===== src/hw/rtl/tdfs_pkg.sv =====
// Types, codes and constants shared by the tank drain/fill sequencer files.
package tdfs_pkg;

    localparam int LEVEL_W = 4;
    localparam int SECS_W  = 16;
    localparam int PADDR_W = 5;
    localparam int PDATA_W = 32;

    localparam logic [2:0] OP_TICK  = 3'd0;
    localparam logic [2:0] OP_START = 3'd1;
    localparam logic [2:0] OP_ABORT = 3'd2;
    localparam logic [2:0] OP_REARM = 3'd3;
    localparam logic [2:0] OP_LOAD  = 3'd4;

    localparam logic [2:0] PH_IDLE     = 3'd0;
    localparam logic [2:0] PH_ARMED    = 3'd1;
    localparam logic [2:0] PH_DRAIN    = 3'd2;
    localparam logic [2:0] PH_FILL     = 3'd3;
    localparam logic [2:0] PH_COMPLETE = 3'd4;
    localparam logic [2:0] PH_ABORTED  = 3'd5;

    localparam logic [1:0] KIND_FULL  = 2'd0;
    localparam logic [1:0] KIND_DRAIN = 2'd1;
    localparam logic [1:0] KIND_FILL  = 2'd2;
    localparam logic [1:0] KIND_ALIAS = 2'd3;

    localparam logic [1:0] REASON_END     = 2'd0;
    localparam logic [1:0] REASON_TIMEOUT = 2'd1;
    localparam logic [1:0] REASON_ABORT   = 2'd2;

    localparam logic [2:0] REG_KIND         = 3'd0;
    localparam logic [2:0] REG_ENABLED      = 3'd1;
    localparam logic [2:0] REG_HOLD_CHEM    = 3'd2;
    localparam logic [2:0] REG_WINDOW       = 3'd3;
    localparam logic [2:0] REG_DRAIN_TARGET = 3'd4;
    localparam logic [2:0] REG_FILL_TARGET  = 3'd5;
    localparam logic [2:0] REG_DRAIN_TMO    = 3'd6;
    localparam logic [2:0] REG_FILL_TMO     = 3'd7;

    localparam logic [SECS_W-1:0]  DEFAULT_TIMEOUT = SECS_W'(1800);
    localparam logic [LEVEL_W-1:0] FILL_TARGET_RST = '1;

    typedef struct packed {
        logic [1:0]         run_kind;
        logic               rule_enabled;
        logic               dose_hold;
        logic               window_active;
        logic [LEVEL_W-1:0] drain_target_level;
        logic [LEVEL_W-1:0] fill_target_level;
        logic [SECS_W-1:0]  drain_timeout_s;
        logic [SECS_W-1:0]  fill_timeout_s;
    } t_cfg;

    typedef struct packed {
        logic [2:0]        phase;
        logic              start_pending;
        logic              window_seen;
        logic              drain_active;
        logic              fill_active;
        logic              gate;
        logic              finish_reported;
        logic [SECS_W-1:0] phase_seconds;
    } t_state;

    typedef struct packed {
        logic       accepted;
        logic [2:0] phase_code;
        logic       drain_relay_on;
        logic       fill_relay_on;
        logic       gate_held;
        logic       finished_event;
        logic       finished_status;
        logic [1:0] finished_reason;
    } t_result;

endpackage


===== src/hw/rtl/tdfs_if.sv =====
// Command and result channel interfaces of the tank drain/fill sequencer.
interface tdfs_op_if;
    logic                         valid;
    logic                         ready;
    logic [2:0]                   operation;
    logic [tdfs_pkg::LEVEL_W-1:0] tank_level;
    logic                         in_window;
    logic                         second_pulse;

    modport source (output valid, output operation, output tank_level, output in_window,
                    output second_pulse, input ready);
    modport sink (input valid, input operation, input tank_level, input in_window,
                  input second_pulse, output ready);
endinterface

interface tdfs_res_if;
    logic       valid;
    logic       ready;
    logic       accepted;
    logic [2:0] phase_code;
    logic       drain_relay_on;
    logic       fill_relay_on;
    logic       gate_held;
    logic       finished_event;
    logic       finished_status;
    logic [1:0] finished_reason;

    modport source (output valid, output accepted, output phase_code, output drain_relay_on,
                    output fill_relay_on, output gate_held, output finished_event,
                    output finished_status, output finished_reason, input ready);
    modport sink (input valid, input accepted, input phase_code, input drain_relay_on,
                  input fill_relay_on, input gate_held, input finished_event,
                  input finished_status, input finished_reason, output ready);
endinterface


===== src/hw/rtl/tdfs_step.sv =====
// Next-state and result logic of the sequencer for one command or tick.
module tdfs_step (
    input  tdfs_pkg::t_cfg                 i_cfg,
    input  tdfs_pkg::t_state               i_state,
    input  logic [2:0]                     i_operation,
    input  logic [tdfs_pkg::LEVEL_W-1:0]   i_tank_level,
    input  logic                           i_in_window,
    input  logic                           i_second_pulse,
    output tdfs_pkg::t_state               o_state,
    output tdfs_pkg::t_result              o_result
);

    typedef struct packed {
        tdfs_pkg::t_state st;
        logic             done;
    } t_run;

    function automatic t_run enter_fill(tdfs_pkg::t_state st, logic at_fill);
        t_run r;
        r.st               = st;
        r.done             = 1'b0;
        r.st.phase         = tdfs_pkg::PH_FILL;
        r.st.phase_seconds = '0;
        if (at_fill) begin
            r.st.drain_active    = 1'b0;
            r.st.fill_active     = 1'b0;
            r.st.gate            = 1'b0;
            r.st.phase           = tdfs_pkg::PH_COMPLETE;
            r.st.finish_reported = 1'b1;
            r.done               = 1'b1;
        end else begin
            r.st.fill_active = 1'b1;
        end
        return r;
    endfunction

    function automatic t_run begin_run(tdfs_pkg::t_state st, logic hold, logic [1:0] kind,
                                       logic at_drain, logic at_fill);
        t_run r;
        r.st   = st;
        r.done = 1'b0;
        if (hold) begin
            r.st.gate = 1'b1;
        end
        r.st.finish_reported = 1'b0;
        if (kind == tdfs_pkg::KIND_FILL) begin
            r = enter_fill(r.st, at_fill);
        end else begin
            r.st.phase         = tdfs_pkg::PH_DRAIN;
            r.st.phase_seconds = '0;
            if (at_drain) begin
                r.st.drain_active = 1'b0;
                if (kind == tdfs_pkg::KIND_DRAIN) begin
                    r.st.gate            = 1'b0;
                    r.st.phase           = tdfs_pkg::PH_COMPLETE;
                    r.st.finish_reported = 1'b1;
                    r.done               = 1'b1;
                end else begin
                    r = enter_fill(r.st, at_fill);
                end
            end else begin
                r.st.drain_active = 1'b1;
            end
        end
        return r;
    endfunction

    tdfs_pkg::t_state          n_st;
    t_run                      run;
    logic [1:0]                kind;
    logic                      inw;
    logic                      at_drain;
    logic                      at_fill;
    logic                      armed;
    logic                      running;
    logic                      draining;
    logic [tdfs_pkg::SECS_W-1:0] secs_inc;
    logic [tdfs_pkg::SECS_W-1:0] tmo_reg;
    logic [tdfs_pkg::SECS_W-1:0] tmo_limit;
    logic                      acc;
    logic                      fin_req;
    logic                      fin_prior;
    logic                      fin_status;
    logic [1:0]                fin_reason;
    logic                      fire;

    assign kind      = (i_cfg.run_kind == tdfs_pkg::KIND_ALIAS) ? tdfs_pkg::KIND_DRAIN
                                                                : i_cfg.run_kind;
    assign inw       = i_cfg.window_active ? i_in_window : 1'b1;
    assign at_drain  = (i_tank_level == i_cfg.drain_target_level);
    assign at_fill   = (i_tank_level == i_cfg.fill_target_level);
    assign armed     = (i_state.phase == tdfs_pkg::PH_ARMED);
    assign draining  = (i_state.phase == tdfs_pkg::PH_DRAIN);
    assign running   = draining || (i_state.phase == tdfs_pkg::PH_FILL);
    assign secs_inc  = (i_second_pulse && (i_state.phase_seconds != '1))
                       ? i_state.phase_seconds + 1'b1 : i_state.phase_seconds;
    assign tmo_reg   = draining ? i_cfg.drain_timeout_s : i_cfg.fill_timeout_s;
    assign tmo_limit = (tmo_reg == '0) ? tdfs_pkg::DEFAULT_TIMEOUT : tmo_reg;

    always_comb begin
        n_st       = i_state;
        run        = '0;
        acc        = 1'b0;
        fin_req    = 1'b0;
        fin_prior  = i_state.finish_reported;
        fin_status = 1'b0;
        fin_reason = tdfs_pkg::REASON_END;
        unique case (i_operation)
            tdfs_pkg::OP_TICK: begin
                acc = 1'b1;
                if (!i_cfg.rule_enabled && armed) begin
                    n_st.phase         = tdfs_pkg::PH_IDLE;
                    n_st.phase_seconds = '0;
                end else if (armed && i_state.start_pending) begin
                    n_st.start_pending = 1'b0;
                    run       = begin_run(n_st, i_cfg.dose_hold, kind, at_drain, at_fill);
                    n_st      = run.st;
                    fin_req   = run.done;
                    fin_prior = 1'b0;
                end else if (armed && i_cfg.window_active && inw && !i_state.window_seen) begin
                    run              = begin_run(n_st, i_cfg.dose_hold, kind, at_drain,
                                                 at_fill);
                    n_st             = run.st;
                    n_st.window_seen = inw;
                    fin_req          = run.done;
                    fin_prior        = 1'b0;
                end else begin
                    n_st.window_seen = inw;
                    if (running) begin
                        n_st.phase_seconds = secs_inc;
                        if (secs_inc >= tmo_limit) begin
                            n_st.drain_active  = 1'b0;
                            n_st.fill_active   = 1'b0;
                            n_st.gate          = 1'b0;
                            n_st.phase         = tdfs_pkg::PH_ABORTED;
                            n_st.phase_seconds = '0;
                            fin_req            = 1'b1;
                            fin_status         = 1'b1;
                            fin_reason         = tdfs_pkg::REASON_TIMEOUT;
                        end else if (draining ? at_drain : at_fill) begin
                            if (draining && (kind == tdfs_pkg::KIND_FULL)) begin
                                n_st.drain_active = 1'b0;
                                run     = enter_fill(n_st, at_fill);
                                n_st    = run.st;
                                fin_req = run.done;
                            end else begin
                                if (draining) begin
                                    n_st.drain_active = 1'b0;
                                end else begin
                                    n_st.fill_active = 1'b0;
                                end
                                n_st.gate          = 1'b0;
                                n_st.phase         = tdfs_pkg::PH_COMPLETE;
                                n_st.phase_seconds = '0;
                                fin_req            = 1'b1;
                            end
                        end else if (draining) begin
                            n_st.drain_active = 1'b1;
                        end else begin
                            n_st.fill_active = 1'b1;
                        end
                    end
                end
            end
            tdfs_pkg::OP_START: begin
                if (armed && i_cfg.rule_enabled) begin
                    n_st.finish_reported = 1'b0;
                    n_st.start_pending   = 1'b1;
                    acc                  = 1'b1;
                end
            end
            tdfs_pkg::OP_ABORT: begin
                if (running) begin
                    n_st.drain_active  = 1'b0;
                    n_st.fill_active   = 1'b0;
                    n_st.gate          = 1'b0;
                    n_st.phase         = tdfs_pkg::PH_ABORTED;
                    n_st.phase_seconds = '0;
                    fin_req            = 1'b1;
                    fin_status         = 1'b1;
                    fin_reason         = tdfs_pkg::REASON_ABORT;
                    acc                = 1'b1;
                end
            end
            tdfs_pkg::OP_REARM: begin
                if ((i_state.phase == tdfs_pkg::PH_COMPLETE) ||
                    (i_state.phase == tdfs_pkg::PH_ABORTED)) begin
                    n_st.phase_seconds = '0;
                    if (!i_cfg.rule_enabled) begin
                        n_st.phase = tdfs_pkg::PH_IDLE;
                    end else begin
                        n_st.finish_reported = 1'b0;
                        n_st.start_pending   = 1'b0;
                        n_st.phase           = tdfs_pkg::PH_ARMED;
                    end
                    acc = 1'b1;
                end
            end
            tdfs_pkg::OP_LOAD: begin
                n_st.gate            = 1'b0;
                n_st.drain_active    = 1'b0;
                n_st.fill_active     = 1'b0;
                n_st.phase           = i_cfg.rule_enabled ? tdfs_pkg::PH_ARMED
                                                          : tdfs_pkg::PH_IDLE;
                n_st.phase_seconds   = '0;
                n_st.finish_reported = 1'b0;
                n_st.start_pending   = 1'b0;
                n_st.window_seen     = inw;
                acc                  = 1'b1;
            end
            default: begin
            end
        endcase
        fire = fin_req && !fin_prior;
        if (fire) begin
            n_st.finish_reported = 1'b1;
        end
    end

    assign o_state                  = n_st;
    assign o_result.accepted        = acc;
    assign o_result.phase_code      = n_st.phase;
    assign o_result.drain_relay_on  = n_st.drain_active;
    assign o_result.fill_relay_on   = n_st.fill_active;
    assign o_result.gate_held       = n_st.gate;
    assign o_result.finished_event  = fire;
    assign o_result.finished_status = fire ? fin_status : 1'b0;
    assign o_result.finished_reason = fire ? fin_reason : tdfs_pkg::REASON_END;

endmodule


===== src/hw/rtl/tank_drain_fill_sequencer.sv =====
// Top level of the tank drain/fill sequencer: config registers, state and output buffer.
//
// One command or tick is taken per clock while the skid entry is free; its result is
// registered and offered on the result channel. The phase update is a combinational pass
// from the state registers through the step logic, and a two-entry output buffer keeps
// input transfers going for one more item while a result is stalled. The user must write
// configuration through the APB port only while the block is idle; the block itself does
// not enforce this. Registers read back at any time; no clearing pass follows reset.
module tank_drain_fill_sequencer (
    input  logic                           i_clk,
    input  logic                           i_rst_n,
    tdfs_op_if.sink                        i_op,
    tdfs_res_if.source                     o_res,
    input  logic                           psel,
    input  logic                           penable,
    input  logic                           pwrite,
    input  logic [tdfs_pkg::PADDR_W-1:0]   paddr,
    input  logic [tdfs_pkg::PDATA_W-1:0]   pwdata,
    output logic [tdfs_pkg::PDATA_W-1:0]   prdata,
    output logic                           pready
);

    tdfs_pkg::t_cfg    r_cfg;
    tdfs_pkg::t_state  r_state;
    tdfs_pkg::t_state  n_state;
    tdfs_pkg::t_result step_result;
    tdfs_pkg::t_result r_out;
    tdfs_pkg::t_result r_skid;
    logic              r_out_valid;
    logic              r_skid_valid;
    logic              n_out_valid;
    logic              n_skid_valid;
    logic              in_xfer;
    logic              out_xfer;
    logic              cfg_wr;
    logic [2:0]        reg_idx;

    tdfs_step u_step (
        .i_cfg          (r_cfg),
        .i_state        (r_state),
        .i_operation    (i_op.operation),
        .i_tank_level   (i_op.tank_level),
        .i_in_window    (i_op.in_window),
        .i_second_pulse (i_op.second_pulse),
        .o_state        (n_state),
        .o_result       (step_result)
    );

    assign pready  = 1'b1;
    assign cfg_wr  = psel && penable && pwrite && pready;
    assign reg_idx = paddr[tdfs_pkg::PADDR_W-1:2];

    always_ff @(posedge i_clk) begin
        if (!i_rst_n) begin
            r_cfg.run_kind           <= tdfs_pkg::KIND_FULL;
            r_cfg.rule_enabled       <= 1'b1;
            r_cfg.dose_hold          <= 1'b1;
            r_cfg.window_active      <= 1'b0;
            r_cfg.drain_target_level <= '0;
            r_cfg.fill_target_level  <= tdfs_pkg::FILL_TARGET_RST;
            r_cfg.drain_timeout_s    <= tdfs_pkg::DEFAULT_TIMEOUT;
            r_cfg.fill_timeout_s     <= tdfs_pkg::DEFAULT_TIMEOUT;
        end else if (cfg_wr) begin
            unique case (reg_idx)
                tdfs_pkg::REG_KIND:         r_cfg.run_kind           <= pwdata[1:0];
                tdfs_pkg::REG_ENABLED:      r_cfg.rule_enabled       <= pwdata[0];
                tdfs_pkg::REG_HOLD_CHEM:    r_cfg.dose_hold          <= pwdata[0];
                tdfs_pkg::REG_WINDOW:       r_cfg.window_active      <= pwdata[0];
                tdfs_pkg::REG_DRAIN_TARGET: begin
                    r_cfg.drain_target_level <= pwdata[tdfs_pkg::LEVEL_W-1:0];
                end
                tdfs_pkg::REG_FILL_TARGET: begin
                    r_cfg.fill_target_level <= pwdata[tdfs_pkg::LEVEL_W-1:0];
                end
                tdfs_pkg::REG_DRAIN_TMO:    r_cfg.drain_timeout_s <= pwdata[tdfs_pkg::SECS_W-1:0];
                tdfs_pkg::REG_FILL_TMO:     r_cfg.fill_timeout_s  <= pwdata[tdfs_pkg::SECS_W-1:0];
                default: begin
                end
            endcase
        end
    end

    always_comb begin
        prdata = '0;
        unique case (reg_idx)
            tdfs_pkg::REG_KIND:         prdata[1:0] = r_cfg.run_kind;
            tdfs_pkg::REG_ENABLED:      prdata[0]   = r_cfg.rule_enabled;
            tdfs_pkg::REG_HOLD_CHEM:    prdata[0]   = r_cfg.dose_hold;
            tdfs_pkg::REG_WINDOW:       prdata[0]   = r_cfg.window_active;
            tdfs_pkg::REG_DRAIN_TARGET: prdata[tdfs_pkg::LEVEL_W-1:0] = r_cfg.drain_target_level;
            tdfs_pkg::REG_FILL_TARGET:  prdata[tdfs_pkg::LEVEL_W-1:0] = r_cfg.fill_target_level;
            tdfs_pkg::REG_DRAIN_TMO:    prdata[tdfs_pkg::SECS_W-1:0]  = r_cfg.drain_timeout_s;
            tdfs_pkg::REG_FILL_TMO:     prdata[tdfs_pkg::SECS_W-1:0]  = r_cfg.fill_timeout_s;
            default: begin
            end
        endcase
    end

    assign i_op.ready = !r_skid_valid;
    assign in_xfer    = i_op.valid && !r_skid_valid;
    assign out_xfer   = r_out_valid && o_res.ready;

    always_ff @(posedge i_clk) begin
        if (!i_rst_n) begin
            r_state <= '0;
        end else if (in_xfer) begin
            r_state <= n_state;
        end
    end

    always_comb begin
        n_out_valid  = r_out_valid;
        n_skid_valid = r_skid_valid;
        if (out_xfer) begin
            n_out_valid  = r_skid_valid || in_xfer;
            n_skid_valid = 1'b0;
        end else if (in_xfer) begin
            n_out_valid  = 1'b1;
            n_skid_valid = r_out_valid;
        end
    end

    always_ff @(posedge i_clk) begin
        if (!i_rst_n) begin
            r_out_valid  <= 1'b0;
            r_skid_valid <= 1'b0;
        end else begin
            r_out_valid  <= n_out_valid;
            r_skid_valid <= n_skid_valid;
        end
    end

    // hold payload while stalled; refill from the skid entry first
    always_ff @(posedge i_clk) begin
        if (out_xfer || !r_out_valid) begin
            r_out <= r_skid_valid ? r_skid : step_result;
        end
        if (in_xfer && r_out_valid && !out_xfer) begin
            r_skid <= step_result;
        end
    end

    assign o_res.valid           = r_out_valid;
    assign o_res.accepted        = r_out.accepted;
    assign o_res.phase_code      = r_out.phase_code;
    assign o_res.drain_relay_on  = r_out.drain_relay_on;
    assign o_res.fill_relay_on   = r_out.fill_relay_on;
    assign o_res.gate_held       = r_out.gate_held;
    assign o_res.finished_event  = r_out.finished_event;
    assign o_res.finished_status = r_out.finished_status;
    assign o_res.finished_reason = r_out.finished_reason;

endmodule


===== src/flat_wrapper.sv =====
// flat-port wrapper written by rule: the top's interface ports become plain ports
module tank_drain_fill_sequencer_flat 
  (i_clk, i_rst_n, psel, penable, pwrite, paddr, pwdata, prdata, pready, i_op_valid, i_op_operation, i_op_tank_level, i_op_in_window, i_op_second_pulse, i_op_ready, o_res_valid, o_res_accepted, o_res_phase_code, o_res_drain_relay_on, o_res_fill_relay_on, o_res_gate_held, o_res_finished_event, o_res_finished_status, o_res_finished_reason, o_res_ready);
  tdfs_op_if i_op_i ();
  tdfs_res_if o_res_i ();
  input  logic i_clk;
  input  logic i_rst_n;
  input  logic psel;
  input  logic penable;
  input  logic pwrite;
  input  logic [tdfs_pkg::PADDR_W-1:0] paddr;
  input  logic [tdfs_pkg::PDATA_W-1:0] pwdata;
  output logic [tdfs_pkg::PDATA_W-1:0] prdata;
  output logic pready;
  input wire logic [$bits(i_op_i.valid)-1:0] i_op_valid;
  input wire logic [$bits(i_op_i.operation)-1:0] i_op_operation;
  input wire logic [$bits(i_op_i.tank_level)-1:0] i_op_tank_level;
  input wire logic [$bits(i_op_i.in_window)-1:0] i_op_in_window;
  input wire logic [$bits(i_op_i.second_pulse)-1:0] i_op_second_pulse;
  output wire logic [$bits(i_op_i.ready)-1:0] i_op_ready;
  output wire logic [$bits(o_res_i.valid)-1:0] o_res_valid;
  output wire logic [$bits(o_res_i.accepted)-1:0] o_res_accepted;
  output wire logic [$bits(o_res_i.phase_code)-1:0] o_res_phase_code;
  output wire logic [$bits(o_res_i.drain_relay_on)-1:0] o_res_drain_relay_on;
  output wire logic [$bits(o_res_i.fill_relay_on)-1:0] o_res_fill_relay_on;
  output wire logic [$bits(o_res_i.gate_held)-1:0] o_res_gate_held;
  output wire logic [$bits(o_res_i.finished_event)-1:0] o_res_finished_event;
  output wire logic [$bits(o_res_i.finished_status)-1:0] o_res_finished_status;
  output wire logic [$bits(o_res_i.finished_reason)-1:0] o_res_finished_reason;
  input wire logic [$bits(o_res_i.ready)-1:0] o_res_ready;
  assign i_op_i.valid = i_op_valid;
  assign i_op_i.operation = i_op_operation;
  assign i_op_i.tank_level = i_op_tank_level;
  assign i_op_i.in_window = i_op_in_window;
  assign i_op_i.second_pulse = i_op_second_pulse;
  assign i_op_ready = i_op_i.ready;
  assign o_res_valid = o_res_i.valid;
  assign o_res_accepted = o_res_i.accepted;
  assign o_res_phase_code = o_res_i.phase_code;
  assign o_res_drain_relay_on = o_res_i.drain_relay_on;
  assign o_res_fill_relay_on = o_res_i.fill_relay_on;
  assign o_res_gate_held = o_res_i.gate_held;
  assign o_res_finished_event = o_res_i.finished_event;
  assign o_res_finished_status = o_res_i.finished_status;
  assign o_res_finished_reason = o_res_i.finished_reason;
  assign o_res_i.ready = o_res_ready;
  tank_drain_fill_sequencer u_core (.i_clk(i_clk), .i_rst_n(i_rst_n), .i_op(i_op_i), .o_res(o_res_i), .psel(psel), .penable(penable), .pwrite(pwrite), .paddr(paddr), .pwdata(pwdata), .prdata(prdata), .pready(pready));
endmodule

===== config.mk =====
export PLATFORM = sky130hd
export DESIGN_NAME = tank_drain_fill_sequencer_flat
export DESIGN_NICKNAME = d
export VERILOG_FILES = /design/src/hw/rtl/tdfs_pkg.sv /design/src/hw/rtl/tdfs_if.sv /design/src/hw/rtl/tdfs_step.sv /design/src/hw/rtl/tank_drain_fill_sequencer.sv /design/src/flat_wrapper.sv
export SDC_FILE = /design/constraint.sdc
export NUM_CORES = 1
export LEC_CHECK = 0
export BUFFER_PORTS_ARGS = -buffer_cell sky130_fd_sc_hd__buf_2
export CORE_ASPECT_RATIO = 1.2
export CORE_MARGIN = 2
export CORE_UTILIZATION = 57
export CTS_CLUSTER_DIAMETER = 40
export DETAILED_ROUTE_END_ITERATION = 10
export PLACE_DENSITY = 0.81
export SLEW_MARGIN = 40
export SYNTH_ARGS = -nofsm -noshare
export SYNTH_HDL_FRONTEND = slang
export SYNTH_SLANG_ARGS = --single-unit

===== constraint.sdc =====
create_clock -name i_clk -period 4.7 [get_ports i_clk]
set_clock_uncertainty 0.05 [all_clocks]
set_input_delay 0 -clock i_clk [delete_from_list [all_inputs] [get_ports i_clk]]
set_output_delay 0 -clock i_clk [all_outputs]
set_load 0.05 [all_outputs]

==> impl_results.md <==
- Synth area leaders: dfxtp_1 (24%), edfxtp_1 (11%), nand2_1 (8.3%)
- Worst skew pair latency: about 0.35 ns
- Num Clock Sinks: 94
- Yosys warns: 0
- Post-synth EDFFs: 22
- Achievable Freq: 0.230 GHz
- Die height: 115 um
- Routed Antenna Nets: 0
- Gr usage total: 27.4%
- Power, Total: 0.00190 W
- Drt drc: 0
- Die area: 11,200 um^2
- Netlist cell types: 73
- Root buffer cell: clkbuf_16
- Slew headroom: ~50%
- # IOs: 99
- Rows: 40
- WP buf/inv: 0
- Worst hold path stage count: 2
- Initial Util: 58.6%
- Final core occ: 66.8%
- Total CTS buffers: 9
- Reg area: roughly 2100 um^2
- Clk slew on worst S/H paths: 0.07 ns
- Detailed Routing Iterations Pass 1: 6
- Area of the multi-input gates: 3490 um^2
- # setup viols final: 0
- Count leader, synth: nand2_1
- Power share of the sequential group: 45.0%
- Clock power share: slightly above 40%
- Fill cell total of the finished layout: roughly 830
- Switching pwr: 0.000513 W
- Area growth syn-to-layout: 13.9%
- Global-route wire length before repair: 25,000 um
- Worst-path fanout max: 9
- R2R cell count: 12
- CP Depth: 12
- Count of pins over their slew limit: 0
- Final setup TNS: 0 ns
- Syn Std Cell Area: ~6000 um^2
- Pint: 0.00138 W
- Top cells by count, synth: nand2_1 (131), dfxtp_1 (72), a21oi_1 (62), nor2_1 (53), mux2i_1 (38)
- Max incr delay on CP: 0.52 ns
- Least-Margin Pin Slew: 0.766 ns
- Number of antenna violations at the first check in global routing: 0
- Register bit total from synthesis: 94
- Initial DRC Count: 406
- Top cell type's share of synthesized area: around 24%
- Startpoint types: register
- CP top delay family: compound AO/OA/AOI/OAI gates
- Routed vias/inst: just over 6
- Synth area leader: dfxtp_1
- Critical path's slowest cell: nor4_2
- Largest net degree at the start of global routing: 37
- Final wirelength: around 15,000 um
- Asr flop ratio synth: 0%
- Vias in the first global route: 5,230
- Hold WC Path Type: in2reg
- Mapped Cells: 727
- Post-synthesis sequential area ratio: 35.6%
- Period Utilization, post-route: approximately 92%
- DP HPWL: roughly 11,000 um
- CTS tree: done
- Mapped Avg Cell Area: 8.11 um^2
- Die span in x: 96.9 um
- Reg2Reg Setup Slack: 0.35 ns
- Ant diodes: 0
- Crit Path Class: reg2reg
- WL/cell: 16.7 um
- Core area: 10,100 um^2
- Max-cap viol count: 0
- # resized after CTS: 0
- Switching power share of the total: 27.0%
- Worst Setup Slack, final: 0.354 ns
- Worst slack at placement: 0.471 ns
- Cells along the critical path: nand4_1 > nor4_2 > a21o_1 > mux2_2 > ha_1 > nor2b_1 > o211a_1 > o311ai_2 > nand4_1 > o21a_1 > o31a_1 > mux2_2
- CP arrival: about 4.4 ns
- Fraction of layout cells with a size suffix above 1: 14.7%
- Clock tree buffer depth: 2
- CTS H-tree depth: 3
- Req. time, crit path: 4.75 ns
- CP endpoint kind: register
- Grt total ovfl: 0
- Hold violation count in the final report: 0
- DR vias: 5,531
- Unrepaired setup endpoints after global routing: false
- Status: finished, final reports clean
- Cell Pwr Density: between 200 and 300 nW/um^2
- Worst vdd ir: 0.000218 V
- Fin nets: 855
- Final Wtd Congestion: 0.915
- Leakage: 2.67 nW
- Period minus WS final: 4.35 ns
- WHS: a little under 0.04 ns
- Buffers on Ports: 63
- Dominant synthesized flop cell: dfxtp_1
- Comb pwr share: 13.5%
-- power groups by stage --
stage	combinational (W)	clock, W	sequential [W]
final	0.000256	0.000787	0.000855
after global routing	0.000273	0.000829	0.000857
after CTS	0.000253	0.000798	0.000855
after detailed placement	0.000240	0	0.000873
after global placement	0.000235	0	0.000872
after floorplan	0.000158	0	0.000904
-- path summary, 6_finish.rpt --
path                                 to               from
min                    u_core.r_cfg[35]            i_rst_n
max reg2reg  u_core.o_res.phase_code[2]  u_core.r_state[2]
min reg2reg            u_core.r_cfg[28]   u_core.r_cfg[28]
max          u_core.o_res.phase_code[2]  u_core.r_state[2]
-- timing repair --
| action | in CTS | in global routing |
|---|---|---|
| hold buffers | 19 | 0 |
| endpoints found under the hold margin | 47 | 0 |
| buffers inserted | 0 | 0 |
-- area by class of cell --
type                    count  area share, %
flip-flops and latches     94           31.3
clock buffers               9           3.35
multi-input cells         571           51.9
well taps                 126           2.35
clock inverters             7           1.40
repair buffers             91           8.71
inverters                  18           1.01
-- placed cells by master, fill, tap and decap left out, types with 19 or more instances in the layout --
cell	instances
nand2_1	131
dfxtp_1	72
buf_2	63
a21oi_1	62
nor2_1	50
mux2i_1	38
nand3_1	35
o21ai_0	29
edfxtp_1	22
nor3_1	19
dlygate4sd3_1	19
-- sequential cells by signal (all words and copies together), names as in the netlist --
signal / flops
u_core.r_cfg: 45
u_core.r_state: 25
u_core.r_skid: 11
u_core.o_res.phase_code: 3
u_core.o_res.finished_reason: 2
u_core.o_res.accepted: 1
u_core.o_res.drain_relay_on: 1
u_core.o_res.fill_relay_on: 1
u_core.o_res.finished_event: 1
u_core.o_res.finished_status: 1
u_core.o_res.gate_held: 1
u_core.o_res.valid: 1
u_core.r_skid_valid: 1
-- metal layers --
metal | vias up | track usage, % | share of wire [%]
met5 | - | 0 | 0
met4 | 0 | 12.1 | 3.0
met3 | 39 | 3.62 | 5.7
met2 | 231 | 47.9 | 50
met1 | 2591 | 34.3 | 41
li1 | 2670 | - | -
-- kinds of logic after synthesis --
group	Yosys count	share of synthesized area (%)
compound gates	159	16.8
simple gates	304	24.7
buf+inv	77	6.30
xor+xnor	23	3.42
mux	51	9.38
fa+ha+maj	17	3.61
other cells	2	0.127
flops	94	35.6
-- per-stage QoR --
step / std cells / instance area, um^2
after floorplan: 742 / 5950
after global routing: 916 / 6720
after global placement: 881 / 6200
after detailed placement: 881 / 6210
after CTS: 916 / 6720
final: 916 / 6720
Power figures use the tool's default switching activity.
